### config.mk
export PLATFORM = sky130hd
export DESIGN_NAME = xoroshiro_random_byte_source
export DESIGN_NICKNAME = d
export VERILOG_FILES = /design/src/design/xrbs_pkg.sv /design/src/design/xoroshiro_random_byte_source.sv /design/src/design/xrbs_datapath.sv /design/src/design/xrbs_ctrl.sv
export SDC_FILE = /design/constraint.sdc
export NUM_CORES = 2
export LEC_CHECK = 0
export BUFFER_PORTS_ARGS = -buffer_cell sky130_fd_sc_hd__buf_2
export CORE_MARGIN = 2
export CORE_UTILIZATION = 45
export DETAILED_ROUTE_END_ITERATION = 8
export MAX_ROUTING_LAYER = met4
export PLACE_DENSITY = 0.64
export SLEW_MARGIN = 5
export SYNTH_ARGS = -nofsm -noshare
export SYNTH_HDL_FRONTEND = slang
export SYNTH_SLANG_ARGS = --single-unit
### constraint.sdc
create_clock -name i_clk -period 15.8 [get_ports i_clk]
set_input_delay 0 -clock i_clk [delete_from_list [all_inputs] [get_ports i_clk]]
set_output_delay 0 -clock i_clk [all_outputs]
set_load 0.05 [all_outputs]
### src/design/xrbs_pkg.sv
package xrbs_pkg;

    localparam int unsigned XRBS_MAX_FILL_BYTES = 512;

    localparam int unsigned CMD_W  = 2;
    localparam int unsigned LEN_W  = 10;
    localparam int unsigned WORD_W = 64;
    localparam int unsigned BYTES_W = 4;

    localparam logic [CMD_W-1:0] CMD_GENERATE = 2'd0;
    localparam logic [CMD_W-1:0] CMD_FILL     = 2'd1;
    localparam logic [CMD_W-1:0] CMD_RESEED   = 2'd2;

    localparam logic [WORD_W-1:0] SM_GAMMA = 64'h9e3779b97f4a7c15;
    localparam logic [WORD_W-1:0] SM_MUL_A = 64'hbf58476d1ce4e5b9;
    localparam logic [WORD_W-1:0] SM_MUL_B = 64'h94d049bb133111eb;

    localparam logic [WORD_W-1:0] STATE0_RESET = 64'he220a8397b1dcdaf;
    localparam logic [WORD_W-1:0] STATE1_RESET = 64'h6e789e6aa1b965f4;

    typedef enum logic [3:0] {
        DP_NOP,
        DP_SEED_ADD,
        DP_ACC_ADD,
        DP_MUL0,
        DP_MUL1,
        DP_MUL2,
        DP_MIX27,
        DP_STORE0,
        DP_STORE1,
        DP_EMIT
    } t_dp_op;

    typedef struct packed {
        t_dp_op              op;
        logic                mul_b_sel;
        logic [BYTES_W-1:0]  emit_bytes;
        logic                emit_last;
    } t_dp_cmd;

endpackage

### src/design/xoroshiro_random_byte_source.sv
// xoroshiro128+ random word source with splitmix64 reseeding. A transfer on the
// input channel carries a command: generate gives one 64-bit word, fill gives one
// word per eight requested bytes (rounded up, length saturating at MAX_FILL_BYTES),
// each tagged with its count of valid low-order bytes and a last mark, and reseed
// reloads both state words from the seed register through two splitmix64 steps.
// A command is taken while the block is idle; the state advances once per word, and
// a generate or fill holds the input until its last word has been issued, and longer
// while the output stalls. A reseed runs its two splitmix64 steps through the single
// shared 32x32 multiplier, which forms each 64-bit splitmix product in three steps.
// The seed register must be written only while the block is idle; the block itself
// does not enforce this, so the user is bound to it.
module xoroshiro_random_byte_source #(
    parameter int unsigned MAX_FILL_BYTES = xrbs_pkg::XRBS_MAX_FILL_BYTES
) (
    input  logic                          i_clk,
    input  logic                          i_rst_n,
    input  logic                          i_cfg_wr_en,
    input  logic [xrbs_pkg::WORD_W-1:0]   i_cfg_wr_data,
    input  logic                          i_valid,
    output logic                          o_ready,
    input  logic [xrbs_pkg::CMD_W-1:0]    i_command,
    input  logic [xrbs_pkg::LEN_W-1:0]    i_length_bytes,
    output logic                          o_valid,
    input  logic                          i_ready,
    output logic [xrbs_pkg::WORD_W-1:0]   o_random_word,
    output logic [xrbs_pkg::BYTES_W-1:0]  o_valid_bytes,
    output logic                          o_last_word
);
    import xrbs_pkg::*;

    t_dp_cmd dp_cmd;

    xrbs_ctrl #(
        .MAX_FILL_BYTES (MAX_FILL_BYTES)
    ) u_ctrl (
        .i_clk          (i_clk),
        .i_rst_n        (i_rst_n),
        .i_valid        (i_valid),
        .o_ready        (o_ready),
        .i_command      (i_command),
        .i_length_bytes (i_length_bytes),
        .o_valid        (o_valid),
        .i_ready        (i_ready),
        .o_cmd          (dp_cmd)
    );

    xrbs_datapath u_datapath (
        .i_clk          (i_clk),
        .i_rst_n        (i_rst_n),
        .i_cmd          (dp_cmd),
        .i_cfg_wr_en    (i_cfg_wr_en),
        .i_cfg_wr_data  (i_cfg_wr_data),
        .o_random_word  (o_random_word),
        .o_valid_bytes  (o_valid_bytes),
        .o_last_word    (o_last_word)
    );

endmodule

### src/design/xrbs_datapath.sv
module xrbs_datapath (
    input  logic                          i_clk,
    input  logic                          i_rst_n,
    input  xrbs_pkg::t_dp_cmd             i_cmd,
    input  logic                          i_cfg_wr_en,
    input  logic [xrbs_pkg::WORD_W-1:0]   i_cfg_wr_data,
    output logic [xrbs_pkg::WORD_W-1:0]   o_random_word,
    output logic [xrbs_pkg::BYTES_W-1:0]  o_valid_bytes,
    output logic                          o_last_word
);
    import xrbs_pkg::*;

    logic [WORD_W-1:0]  r_seed;
    logic [WORD_W-1:0]  r_s0;
    logic [WORD_W-1:0]  r_s1;
    logic [WORD_W-1:0]  r_acc;
    logic [WORD_W-1:0]  r_z;
    logic [WORD_W-1:0]  r_p0;
    logic [31:0]        r_p1;
    logic [WORD_W-1:0]  r_out_word;
    logic [BYTES_W-1:0] r_out_bytes;
    logic               r_out_last;

    logic [WORD_W-1:0]  acc_sum;
    logic [WORD_W-1:0]  mul_k;
    logic [31:0]        mul_a;
    logic [31:0]        mul_b;
    logic [WORD_W-1:0]  mul_p;
    logic [31:0]        cross_sum;
    logic [WORD_W-1:0]  gen_sum;
    logic [WORD_W-1:0]  mix_b;
    logic [WORD_W-1:0]  n_s0;
    logic [WORD_W-1:0]  n_s1;
    logic [WORD_W-1:0]  sm_out;

    assign acc_sum = ((i_cmd.op == DP_SEED_ADD) ? r_seed : r_acc) + SM_GAMMA;

    assign mul_k = i_cmd.mul_b_sel ? SM_MUL_B : SM_MUL_A;
    assign mul_a = (i_cmd.op == DP_MUL2) ? r_z[63:32] : r_z[31:0];
    assign mul_b = (i_cmd.op == DP_MUL1) ? mul_k[63:32] : mul_k[31:0];
    assign mul_p = {32'b0, mul_a} * {32'b0, mul_b};
    assign cross_sum = r_p1 + mul_p[31:0];

    assign gen_sum = r_s0 + r_s1;
    assign mix_b   = r_s0 ^ r_s1;
    assign n_s0    = {r_s0[8:0], r_s0[63:9]} ^ mix_b ^ (mix_b << 14);
    assign n_s1    = {mix_b[27:0], mix_b[63:28]};

    assign sm_out = r_z ^ (r_z >> 31);

    always_ff @(posedge i_clk) begin
        if (!i_rst_n) begin
            r_seed <= '0;
            r_s0   <= STATE0_RESET;
            r_s1   <= STATE1_RESET;
        end else begin
            if (i_cfg_wr_en) begin
                r_seed <= i_cfg_wr_data;
            end
            case (i_cmd.op)
                DP_EMIT: begin
                    r_s0 <= n_s0;
                    r_s1 <= n_s1;
                end
                DP_STORE0: r_s0 <= sm_out;
                DP_STORE1: r_s1 <= sm_out;
                default: ;
            endcase
        end
    end

    always_ff @(posedge i_clk) begin
        case (i_cmd.op)
            DP_SEED_ADD, DP_ACC_ADD: begin
                r_acc <= acc_sum;
                r_z   <= acc_sum ^ (acc_sum >> 30);
            end
            DP_MUL0: r_p0 <= mul_p;
            DP_MUL1: r_p1 <= mul_p[31:0];
            DP_MUL2: r_z  <= r_p0 + {cross_sum, 32'b0};
            DP_MIX27: r_z <= r_z ^ (r_z >> 27);
            DP_EMIT: begin
                r_out_word  <= gen_sum;
                r_out_bytes <= i_cmd.emit_bytes;
                r_out_last  <= i_cmd.emit_last;
            end
            default: ;
        endcase
    end

    assign o_random_word = r_out_word;
    assign o_valid_bytes = r_out_bytes;
    assign o_last_word   = r_out_last;

endmodule

### src/design/xrbs_ctrl.sv
module xrbs_ctrl #(
    parameter int unsigned MAX_FILL_BYTES = xrbs_pkg::XRBS_MAX_FILL_BYTES
) (
    input  logic                          i_clk,
    input  logic                          i_rst_n,
    input  logic                          i_valid,
    output logic                          o_ready,
    input  logic [xrbs_pkg::CMD_W-1:0]    i_command,
    input  logic [xrbs_pkg::LEN_W-1:0]    i_length_bytes,
    output logic                          o_valid,
    input  logic                          i_ready,
    output xrbs_pkg::t_dp_cmd             o_cmd
);
    import xrbs_pkg::*;

    localparam int unsigned REM_W = $clog2(MAX_FILL_BYTES + 1);
    localparam logic [LEN_W-1:0] MAX_LEN = LEN_W'(MAX_FILL_BYTES);

    typedef enum logic [3:0] {
        S_IDLE,
        S_EMIT,
        S_SM_ADD,
        S_MA0,
        S_MA1,
        S_MA2,
        S_MIX,
        S_MB0,
        S_MB1,
        S_MB2,
        S_STORE
    } t_state;

    t_state             r_state, n_state;
    logic [REM_W-1:0]   r_rem, n_rem;
    logic               r_round, n_round;
    logic               r_out_valid, n_out_valid;

    logic [REM_W-1:0]   sat_len;
    logic [BYTES_W-1:0] take;
    logic               is_last;

    assign sat_len = (i_length_bytes > MAX_LEN) ? REM_W'(MAX_FILL_BYTES)
                                                : REM_W'(i_length_bytes);
    assign take    = (r_rem >= REM_W'(8)) ? BYTES_W'(8) : BYTES_W'(r_rem);
    assign is_last = (r_rem <= REM_W'(8));

    always_comb begin
        n_state     = r_state;
        n_rem       = r_rem;
        n_round     = r_round;
        n_out_valid = r_out_valid;
        o_cmd       = '{op: DP_NOP, mul_b_sel: 1'b0, emit_bytes: take, emit_last: is_last};

        if (r_out_valid && i_ready) begin
            n_out_valid = 1'b0;
        end

        case (r_state)
            S_IDLE: begin
                if (i_valid) begin
                    case (i_command)
                        CMD_GENERATE: begin
                            n_rem   = REM_W'(8);
                            n_state = S_EMIT;
                        end
                        CMD_FILL: begin
                            if (sat_len != '0) begin
                                n_rem   = sat_len;
                                n_state = S_EMIT;
                            end
                        end
                        CMD_RESEED: begin
                            n_round = 1'b0;
                            n_state = S_SM_ADD;
                        end
                        default: ;
                    endcase
                end
            end
            S_EMIT: begin
                if (!r_out_valid || i_ready) begin
                    o_cmd.op    = DP_EMIT;
                    n_out_valid = 1'b1;
                    n_rem       = r_rem - REM_W'(take);
                    if (is_last) begin
                        n_state = S_IDLE;
                    end
                end
            end
            S_SM_ADD: begin
                o_cmd.op = r_round ? DP_ACC_ADD : DP_SEED_ADD;
                n_state  = S_MA0;
            end
            S_MA0: begin
                o_cmd.op = DP_MUL0;
                n_state  = S_MA1;
            end
            S_MA1: begin
                o_cmd.op = DP_MUL1;
                n_state  = S_MA2;
            end
            S_MA2: begin
                o_cmd.op = DP_MUL2;
                n_state  = S_MIX;
            end
            S_MIX: begin
                o_cmd.op = DP_MIX27;
                n_state  = S_MB0;
            end
            S_MB0: begin
                o_cmd.op        = DP_MUL0;
                o_cmd.mul_b_sel = 1'b1;
                n_state         = S_MB1;
            end
            S_MB1: begin
                o_cmd.op        = DP_MUL1;
                o_cmd.mul_b_sel = 1'b1;
                n_state         = S_MB2;
            end
            S_MB2: begin
                o_cmd.op        = DP_MUL2;
                o_cmd.mul_b_sel = 1'b1;
                n_state         = S_STORE;
            end
            S_STORE: begin
                o_cmd.op = r_round ? DP_STORE1 : DP_STORE0;
                if (r_round) begin
                    n_state = S_IDLE;
                end else begin
                    n_round = 1'b1;
                    n_state = S_SM_ADD;
                end
            end
            default: n_state = S_IDLE;
        endcase
    end

    always_ff @(posedge i_clk) begin
        if (!i_rst_n) begin
            r_state     <= S_IDLE;
            r_rem       <= '0;
            r_round     <= 1'b0;
            r_out_valid <= 1'b0;
        end else begin
            r_state     <= n_state;
            r_rem       <= n_rem;
            r_round     <= n_round;
            r_out_valid <= n_out_valid;
        end
    end

    assign o_ready = (r_state == S_IDLE);
    assign o_valid = r_out_valid;

endmodule

# Yosys cells after proc, flatten, opt, wreduce, memory -nomap -nowiden
# Cells that the tools add are included.
[word_totals]
register_bits = 501
inputBits = 81
elab_cells = 108
[classes]
add_sub_neg = 5
multipliers = 1
magnitude_cmp = 3
eq_ne = 28
mux = 32
bitwise = 6
n_reduce_logical = 19
[op_table]
columns = ["operator", "n"]
rows = [
  ["64-bit case mux with 2 select lines", 2],
  ["64-bit case mux with 3 select lines", 1],
  ["64-bit bitwise XOR", 3],
  ["64-bit adder", 2],
  ["64-bit adder, second input constant", 1],
  ["32-bit by 32-bit multiplier with 64-bit output", 1],
  ["32-bit 2-to-1 mux", 2],
  ["64-bit 2-to-1 mux", 1],
  ["64-bit by 33-bit bitwise XOR with 64-bit output", 1],
  ["64-bit by 34-bit bitwise XOR with 64-bit output", 1],
  ["64-bit by 37-bit bitwise XOR with 64-bit output", 1],
  ["62-bit 2-to-1 mux", 1],
  ["4-bit case mux with 11 select lines", 1],
  ["10-bit 2-to-1 mux", 4],
  ["10-bit case mux with 2 select lines", 2],
  ["32-bit adder", 1],
  ["4-bit by 3-bit equality test with 1-bit output, second input constant", 8],
  ["4-bit 2-to-1 mux", 7],
  ["4-bit case mux with 7 select lines", 1],
  ["4-bit equality test, second input constant", 5],
  ["4-bit by 2-bit equality test with 1-bit output, second input constant", 4],
  ["4-bit case mux with 3 select lines", 1],
  ["10-bit by 4-bit greater-or-equal comparator with 1-bit output, second input constant", 1],
  ["10-bit greater-than comparator, second input constant", 1],
  ["other kinds (25)", 41],
]

# Depth between registers and ports, before layout
[logic_depth]
depth_word = 10
mapped_depth = 54
mapped_depth_nobuf = 49

# By module
# Synthesis repeated with hierarchy kept, for this count alone.
[hier_totals]
hier_cells = 6088
hier_area_um2 = 59926.2
[modules_own_cells]
columns = ["module", "n_inst", "cells_each", "area_each_um2", "seq_area_each_um2"]
rows = [
  ["xrbs_datapath", 1, 5927, 58703.8, 12642.1],
  ["xrbs_ctrl", 1, 161, 1222.4, 320.3],
]

# Worst setup path after synthesis
# Ideal clock, no wire load.
[synth_timing]
path_type = "register to register"
start = "reg u_ctrl.r_state[1]"
end = "reg u_datapath.r_z[61] (data pin)"
setup_time_ns = 0.265
arrival_ns = 12.679
required_time_ns = 15.535
setup_slack_ns = 2.855
stages_incl_launch_ff = 50
path_cell_list = "dfxtp_1 -> buf_4 -> nor2b_1 -> and2_1 -> a22o_1 -> clkbuf_1 -> ha_1 -> clkbuf_1 -> clkbuf_1 -> clkbuf_1 -> nand2_1 -> fa_1 -> inv_1 -> fa_1 -> fa_1 -> fa_1 -> ha_1 -> ha_1 -> [... 14 more ...] -> a21oi_1 -> o221ai_1 -> a21o_1 -> a21o_1 -> a21o_1 -> a21o_1 -> xor2_1 -> ha_1 -> a21o_1 -> a21o_1 -> a21o_1 -> a2111oi_0 -> a21oi_1 -> o21ai_0 -> nand2b_1 -> a21oi_1 -> nor4b_1 -> or3_1"
[synth_between]
elab_chain_cells = 9
elab_cells_between_ends = 32
classes_between = "add/sub: 3; mul: 1; eq/ne: 15; mux: 7; bitwise: 1; reduce/logical: 5"
[synth_lines]
columns = ["element", "line", "text"]
rows = [
  ["start: declaration", "xrbs_ctrl.sv:33", "t_state r_state, n_state;"],
  ["start signal: assignment", "xrbs_ctrl.sv:145", "r_state <= n_state;"],
  ["4-bit by 3-bit equality test with 1-bit output, or another cell as far along", "xrbs_ctrl.sv:58", "case (r_state)"],
  ["2-bit OR reduction (no source line) or 3-bit OR reduction (tied branches)", "--", ""],
  ["4-bit case mux with 7 select lines or 1-bit 2-to-1 mux (tied branches)", "xrbs_ctrl.sv:58", ""],
  ["4-bit by 3-bit equality test with 1-bit output, or another cell as far along", "xrbs_datapath.sv:39", "assign mul_a = (i_cmd.op == DP_MUL2) ? r_z[63:32] : r_z[31:0];"],
  ["32-bit 2-to-1 mux (on tied branches)", "xrbs_datapath.sv:39, xrbs_datapath.sv:40", ""],
  ["32-bit by 32-bit multiplier with 64-bit output *", "xrbs_datapath.sv:41", "assign mul_p = {32'b0, mul_a} * {32'b0, mul_b};"],
  ["net u_datapath.mul_p[12]", "xrbs_datapath.sv:28", "logic [WORD_W-1:0] mul_p;"],
  ["32-bit adder *", "xrbs_datapath.sv:42", "assign cross_sum = r_p1 + mul_p[31:0];"],
  ["64-bit adder *", "xrbs_datapath.sv:80", "DP_MUL2: r_z <= r_p0 + {cross_sum, 32'b0};"],
  ["64-bit case mux with 3 select lines *", "xrbs_datapath.sv:73", "case (i_cmd.op)"],
  ["end signal: assignment", "xrbs_datapath.sv:76", "r_z <= acc_sum ^ (acc_sum >> 30);"],
  ["end signal: assignment", "xrbs_datapath.sv:80", ""],
  ["end signal: assignment", "xrbs_datapath.sv:81", "DP_MIX27: r_z <= r_z ^ (r_z >> 27);"],
  ["end: declaration", "xrbs_datapath.sv:17", "logic [WORD_W-1:0] r_z;"],
]
# Mark *: on every way through the listed nets, which the timed path passes. The rest lies on a longest branch.
# A chain may end at the register's enable or synchronous reset.

# Final worst setup path
[layout_timing]
start = "reg u_ctrl.r_state[3]"
end = "reg u_datapath.r_z[61] (data pin)"
# Same word-level chain as after synthesis.

==> results.yml <==
sta:
  period_share_pct: 83.2
  slew_viol_final: 0
  setup_tns_ps: 0
  slew_headroom_pct: 11.5
  fin_skew_ps: 40.3
  finalCriticalPeriod_ps: 13140
  rsz0062_at_grt: "false"
  worstMarginPinSlew_ps: 1290
  fmax_mhz: 76.1
  hold_violations: 0
  hold_ws_ps: 162
  finalSetupViolations: 0
clocking:
  cts_resized: 0
  cts_root_buffer: "clkbuf_16"
  clkLatencyLatePin_ps: 660
  cts_setup_buffers: 0
  cts_sinks: 501
  cts_inserted_buffers: 54
  htreeDepth: 2
  clock_path_buffers: 3
  clkTransAtPathRegs_ps: 70
  cts_tree: "done"
job:
  maxCapViolCount: 0
detailed_routing:
  wl_per_cell_um: 25.6
  drc: 0
  vias: 46200
  drt_iter0_drc: 4492
  dr.pass1.iters: 6
  viasPerCell: 5.71
  ant_nets: 0
  wl_mm: 207
synth:
  synth_warnings: 0
  synthCells: 6132
  synth.area.top_cells: "fa_1 28%, edfxtp_1 15%, ha_1 9.7%"
  synth-async-reset-ratio_pct: 0
  yosysSeqAreaShare_pct: 21.7
  netlist.area_leader.share_pct: 27.9
  ys_ff_latch: 501
  ys_types: 105
  syn_area_um2: 59800
  syn_area_per_cell_um2: 9.76
  syn_nets: 7508
  synth_ff_type: "edfxtp_1"
  yosysTopAreaCell: "fa_1"
  synth-edff-count: 293
die:
  die_area_um2: 136000
  num_io_pins: 152
  die_x_um: 369
  die_h_um: 369
  rows: 133
  start_util_pct: 45.4
  core_um2: 132000
critical_path:
  slowest_delay_ps: 560
  critPathSlowestCell: "dfxtp_1"
  crit_top_cell: "a21o_1"
  worstPathMaxFanout: 32
  crit_path_end_kind: "register"
  criticalPathCategory: "reg -> reg"
  crit_path_start_kind: "register"
  cp.required_ps: 16200
  cp.arrival_ps: 13540
placed_design:
  gp_congestion: 1.01
  io_buffers: 151
  hpwlAfterDp_mm: 168
  place_inst: 7836
  placed_cell_area_um2: 62300
outcome:
  status: "completed"
grt:
  track_usage_pct: 31.4
  grt.overflow.total: 0
  grt_pass1_wl_mm: 309
  antenna_found_initial: 1
  grt_max_degree: 143
  grt_pass1_vias: 47700
hold_path:
  hp-class: "in -> reg"
cells_and_area:
  syn_to_final_growth_pct: 9.76
  final-instance-count-excl-fill: 8086
  stdcell_area_um2: 65700
  fin_nets: 7659
  final_layout_size_suffix_gt1_share_pct: 6.24
==> synth_stat cells (17+ instances only) <==
cell / n
inv_1: 985
fa_1: 833
nor2_1: 426
or2_2: 21
dfxtp_1: 208
nand3_1: 74
nand2b_1: 85
a31oi_1: 28
edfxtp_1: 293
a211oi_1: 34
nand4_1: 32
nor2b_1: 161
xnor2_1: 242
and2_1: 134
o21ai_1: 17
nand2_1: 364
o211ai_1: 39
nor4_1: 19
xor2_1: 213
and3_1: 24
nor3_1: 48
a221o_1: 20
o22ai_1: 21
a21o_1: 124
mux2i_1: 144
clkbuf_1: 222
a21oi_1: 234
a221oi_1: 34
o21a_1: 32
a21boi_0: 22
o21bai_1: 27
o21ai_0: 187
ha_1: 462
a22oi_1: 77
==> placed cells by master (no fill, tap or decap), types with 57 or more instances in the layout <==
master         count
a21o_1           124
a21oi_1          234
a22oi_1           77
and2_1           132
buf_2            149
buf_4             57
dfxtp_1          208
dlygate4sd3_1    146
edfxtp_1         293
fa_1             833
ha_1             460
inv_1            983
mux2i_1          138
nand2_1          363
nand2b_1          84
nand3_1           74
nor2_1           423
nor2b_1          161
o21ai_0          187
xnor2_1          242
xor2_1           213
==> flip-flops by register name, summed over array words and instances (netlist names), 10 cells and up <==
name and flops:
u_ctrl.r_rem 10, u_datapath.o_random_word 64, u_datapath.r_acc 64, u_datapath.r_p0 64, u_datapath.r_p1 32, u_datapath.r_s0 64, u_datapath.r_s1 64, u_datapath.r_seed 64
u_datapath.r_z 64
==> layout make-up <==
cell class,instances,area (µm²)
antenna,2,5.00
clock buffer,67,1450
clock inverter,35,503
fill,12300,66100
inverter,992,3730
multi-input combinational,4381,42200
sequential,501,13000
tap,1755,2200
timing repair buffer,353,2660
==> per-layer routing <==
layer	track usage, %	routed length, µm	vias up
met4	15.2	12300	0
li1	-	-	20400
met2	51.1	98400	2024
met3	3.97	14100	525
met5	-	0	-
met1	38.8	82300	23200
==> per-stage QoR <==
step                setup WS, ps  util, %
floorplan                   2860        -
global placement            2900     47.2
detailed placement          2790     47.2
CTS                         2770     49.8
global route                1920     49.8
finish                      2660     49.8
==> logic make-up (layout without fill, tap and decap cells) <==
logic type,after synthesis,after routing,share of synthesized area [%]
and+or+nand+nor,1445,1445,11.8
adders and majority gates,1295,1295,37.5
buffers and inverters,1250,1447,7.99
AOI/OAI and AO/OA,1022,1022,11.6
DFF,501,501,21.7
xor gates and xnor gates,462,462,6.85
muxes,156,156,2.65
other,1,3,0.00627
==> final timing paths <==
kind	depth (start not counted)	end	from	slack [ps]
max	48	u_datapath.r_z[61]$_DFFE_PP_	u_ctrl.r_state[3]$_SDFFE_PN0P_	2660
min	3	u_datapath.r_s1[13]$_SDFFE_PN1P_	i_rst_n	160
max reg2reg	48	u_datapath.r_z[61]$_DFFE_PP_	u_ctrl.r_state[3]$_SDFFE_PN0P_	2660
min reg2reg	2	u_datapath.r_s1[17]$_SDFFE_PN0P_	u_datapath.r_s1[17]$_SDFFE_PN0P_	470
==> repair_timing <==
| action | in CTS | in global routing |
|---|---|---|
| setup endpoints to repair | 0 | 0 |
| hold buffers | 146 | 0 |
| hold endpoints to repair | 80 | 0 |
==> worst max-delay path, delay by kind of cell, from the launching register on <==
kind / cells / cell delay [ps]
adders and majority gates: 12 / 4800
DFF: 1 / 560
AOI/OAI and AO/OA: 20 / 4130
xor gates and xnor gates: 2 / 500
buffers and inverters: 7 / 1470
and+or+nand+nor: 7 / 1410
Power is left out: the tool's default activity adds up to more than one toggle a clock period on the data nets, which glitch-free logic cannot reach.
